==> src/hw/rtl/rbfw_ram.sv <==
// rbfw_ram: generic single-write, single-read RAM with registered read data.
// No dependencies.
`timescale 1ns / 1ps
`default_nettype none
module rbfw_ram #(
    parameter int WIDTH = 8,
    parameter int DEPTH = 64,
    localparam int ADDR_W = (DEPTH > 1) ? $clog2(DEPTH) : 1
) (
    input  wire logic              clk,
    input  wire logic              we,
    input  wire logic [ADDR_W-1:0] waddr,
    input  wire logic [WIDTH-1:0]  wdata,
    input  wire logic [ADDR_W-1:0] raddr,
    output logic      [WIDTH-1:0]  rdata
);

    logic [WIDTH-1:0] mem [DEPTH];

    always_ff @(posedge clk)
    begin
        if (we)
            mem[waddr] <= wdata;
        rdata <= mem[raddr];
    end

endmodule
`default_nettype wire

==> config.mk <==
export PLATFORM = sky130hd
export DESIGN_NAME = rbfw_ram
export DESIGN_NICKNAME = d
export VERILOG_FILES = /design/src/hw/rtl/rbfw_ram.sv
export SDC_FILE = /design/constraint.sdc
export NUM_CORES = 1
export LEC_CHECK = 0
export BUFFER_PORTS_ARGS = -buffer_cell sky130_fd_sc_hd__buf_2
export CORE_ASPECT_RATIO = 2
export CORE_UTILIZATION = 54
export DETAILED_ROUTE_END_ITERATION = 12
export PLACE_DENSITY = 0.7
export SETUP_SLACK_MARGIN = 0.2
export SLEW_MARGIN = 20
export SYNTH_ARGS = -nofsm -noshare
export SYNTH_HDL_FRONTEND = slang
export SYNTH_SLANG_ARGS = --single-unit
==> constraint.sdc <==
create_clock -name clk -period 5.65 [get_ports clk]
set_clock_uncertainty 0.2 [all_clocks]
set_input_delay 1.13 -clock clk [delete_from_list [all_inputs] [get_ports clk]]
set_output_delay 1.13 -clock clk [all_outputs]
set_load 0.01 [all_outputs]
==> results.sh <==
export IMPL_status="finished with violations"
export IMPL_violations="design-rule violations"
export IMPL_ys_seq_elements=520
export IMPL_power_leakage_uw=0.00680
export IMPL_worst_pin_slew_ns=1.01
export IMPL_top_usage_layer="met2"
export IMPL_crit_type="in2reg"
export IMPL_grt_max_degree=71
export IMPL_fin_cells=1464
export IMPL_async_reset_ff_share_pct=0
export IMPL_clk_pin_slew_ns=0.07
export IMPL_synth_top_area_share_pct=76.2
export IMPL_hold_start="mem[26][6]"
export IMPL_rows=99
export IMPL_met2_usage_pct=45.1
export IMPL_numCtsBuffers=41
export IMPL_io_buffer_count=29
export IMPL_initial_core_util_pct=55.0
export IMPL_synth_edf_count=512
export IMPL_ir_drop_mv=0.315
export IMPL_gr_total_overflow=0
export IMPL_syn_avg_cell_area_sq_um=21.5
export IMPL_cts_tree="built"
export IMPL_final_max_slew_viol_count=0
export IMPL_hold_class="reg2reg"
export IMPL_clk_path_buf_depth=3
export IMPL_synthXorXnorAreaFrac_pct=0
export IMPL_switchingPower_uw=1540
export IMPL_rsz0062_at_grt="false"
export IMPL_synth_fp_nets=962
export IMPL_boundaryPins=30
export IMPL_antenna_found_initial=2
export IMPL_cts_resized=0
export IMPL_rr_worst_depth=4
export IMPL_cts_setup_buffers=0
export IMPL_gp_congestion=0.791
export IMPL_clk_latency_ns=0.57
export IMPL_pwr_share_clk_pct=37.8
export IMPL_firstDrtPassIters=10
export IMPL_yosysSeqAreaShare_pct=77.0
export IMPL_rr_startpoint="mem[46][0]"
export IMPL_die_h_microns=275
export IMPL_grt_usage_pct=23.8
export IMPL_clock_fmax_ghz=0.295
export IMPL_areaGrowthSynthToFinish_pct=9.25
export IMPL_core_area_sq_um=36700
export IMPL_die_w_microns=139
export IMPL_tns_ns=0
export IMPL_pwr_share_seq_pct=57.1
export IMPL_netlist_area_sq_um=20200
export IMPL_ys_types=40
export IMPL_synth_compound_area_share_pct=2.07
export IMPL_synth_mux_area_share_pct=15.9
export IMPL_routed_wirelength_microns=43600
export IMPL_cp_start_kind="primary input"
export IMPL_pwr_density_cell_nw_per_um2=340
export IMPL_switching_share_pct=20.6
export IMPL_slew_headroom_pct=32.5
export IMPL_dr_first_iter_drc_count=1000
export IMPL_drive_gt1_share_pct=24.0
export IMPL_met1_usage_pct=26.1
export IMPL_fin_crit_sh_pct=60.0
export IMPL_post_route_drc_count=4
export IMPL_grt_pass1_vias=9707
export IMPL_clkSinkCount=520
export IMPL_ant_nets=0
export IMPL_vias=9433
export IMPL_cp_max_fo=61
export IMPL_p_int_uw=5950
export IMPL_grt_pass1_wl_microns=64400
export IMPL_crit_required_ns=5.85
export IMPL_combPwrFrac_pct=5.2
export IMPL_mostFrequentLayoutCells="edfxtp_1, mux4_2, nor2_1, clkbuf_16"
export IMPL_fin_nets=1000
export IMPL_cts_htree_levels=2
export IMPL_vias_per_cell=6.44
export IMPL_die_area_sq_um=38200
export IMPL_wl_per_cell_microns=29.8
export IMPL_crit_arrival_ns=3.59
export IMPL_timing_rr_end="rdata[0]"
export IMPL_hold_buffers=0
export IMPL_place_inst=1389
export IMPL_end_kind="flip-flop"
export IMPL_yosysWarnings=0
export IMPL_hpwl_microns=27800
export IMPL_synth_top_family_by_area="multiplexers"
export IMPL_synth_ff_type="edfxtp_1"
export IMPL_finalSetupViolCount=0
export IMPL_period_minus_slack_ns=3.39
export IMPL_min_to="rdata[6]"
export IMPL_mostFrequentLayoutCell="edfxtp_1"
export IMPL_grtUsageMet3_pct=3.11
export IMPL_whs_path_depth=3
export IMPL_yosysTopAreaCell="edfxtp_1"
export IMPL_drv_cap=0
export IMPL_yosys_area_share_simple_pct=3.39
export IMPL_r2r_slack_ns=3.11
export IMPL_netlist_top_cells_area="edfxtp_1, mux4_2, nor2_1"
export IMPL_syn_inst=940
export IMPL_hold_violations=0
export IMPL_synth_adder_area_share_pct=0
export IMPL_cts_root_buf="clkbuf_16"
kinds of logic after synthesis:
group,Yosys count
AO/OA/AOI/OAI,54
AND/OR/NAND/NOR,153
buffers and inverters,51
multiplexers,162
flip-flops,520
state kept, by name (all words and copies together) (netlist names):
name and cells:
mem 512, rdata 8
metal layers:
metal | share of wire [%] | routed length, microns
met5 | 0 | 0
met4 | 4.9 | 2120
met3 | 4.9 | 2130
met2 | 56 | 24600
met1 | 34 | 14800
how the worst max path moves through the flow:
stage / cells past startpoint / endpoint / startpoint
floorplan: 7 / rdata[3] / raddr[1]
finish: 6 / rdata[0] / raddr[0]
global route: 6 / rdata[0] / raddr[0]
CTS: 6 / rdata[0] / raddr[0]
global placement: 6 / rdata[0] / raddr[0]
detailed placement: 6 / rdata[0] / raddr[0]
power groups by stage:
stage                     combinational [uW]  clock [uW]  sequential [uW]
final                                    387        2830             4280
after global routing                     411        2980             4280
after CTS                                392        2860             4280
after detailed placement                 391           0             4370
after global placement                   385           0             4360
after floorplan                          228           0             4360
critical path, stage by stage:
cell       delay (ns)
clkbuf_8         0.57
buf_4            0.40
mux2i_1          0.28
a221oi_1         0.11
a221oi_1         0.87
o2bb2ai_1        0.15
Yosys cell counts (3+ instances only):
| cell type | n |
|---|---|
| clkbuf_1 | 17 |
| nand2_1 | 19 |
| a211oi_1 | 4 |
| nor3_1 | 7 |
| nor2b_1 | 14 |
| mux2i_1 | 23 |
| o2bb2ai_1 | 3 |
| a21oi_1 | 3 |
| o2111ai_1 | 3 |
| nand3b_1 | 3 |
| buf_2 | 11 |
| mux4_2 | 126 |
| dfxtp_1 | 8 |
| nor2_1 | 83 |
| o22ai_1 | 8 |
| buf_6 | 4 |
| buf_1 | 4 |
| nand2b_1 | 7 |
| nand3_1 | 13 |
| o221ai_1 | 8 |
| a22oi_1 | 3 |
| mux2_2 | 13 |
| edfxtp_1 | 512 |
| buf_4 | 13 |
| a221oi_1 | 6 |
cell type report:
type                       instances  area, sq um
tap                              454          568
sequential                       520        15500
antenna                            1         2.50
clock inverter                    23          219
fill                            2539        14600
timing repair buffer              46          319
clock buffer                      51         1070
multi-input combinational        369         4320
metrics by stage:
| stage | power [uW] | hold slack (ns) | worst slack (ns) | instance area [sq um] | utilization (%) |
|---|---|---|---|---|---|
| after floorplan | 4590 | 0.518 | 2.65 | 20200 | - |
| after global placement | 4750 | 0.627 | 1.63 | 20700 | 56.5 |
| after detailed placement | 4760 | 0.651 | 1.67 | 20700 | 56.5 |
| after CTS | 7530 | 0.666 | 2.24 | 22000 | 60.1 |
| after global routing | 7670 | 0.689 | 2.08 | 22000 | 60.1 |
| final | 7500 | 0.657 | 2.26 | 22000 | 60.1 |
Power figures use the tool's default switching activity.
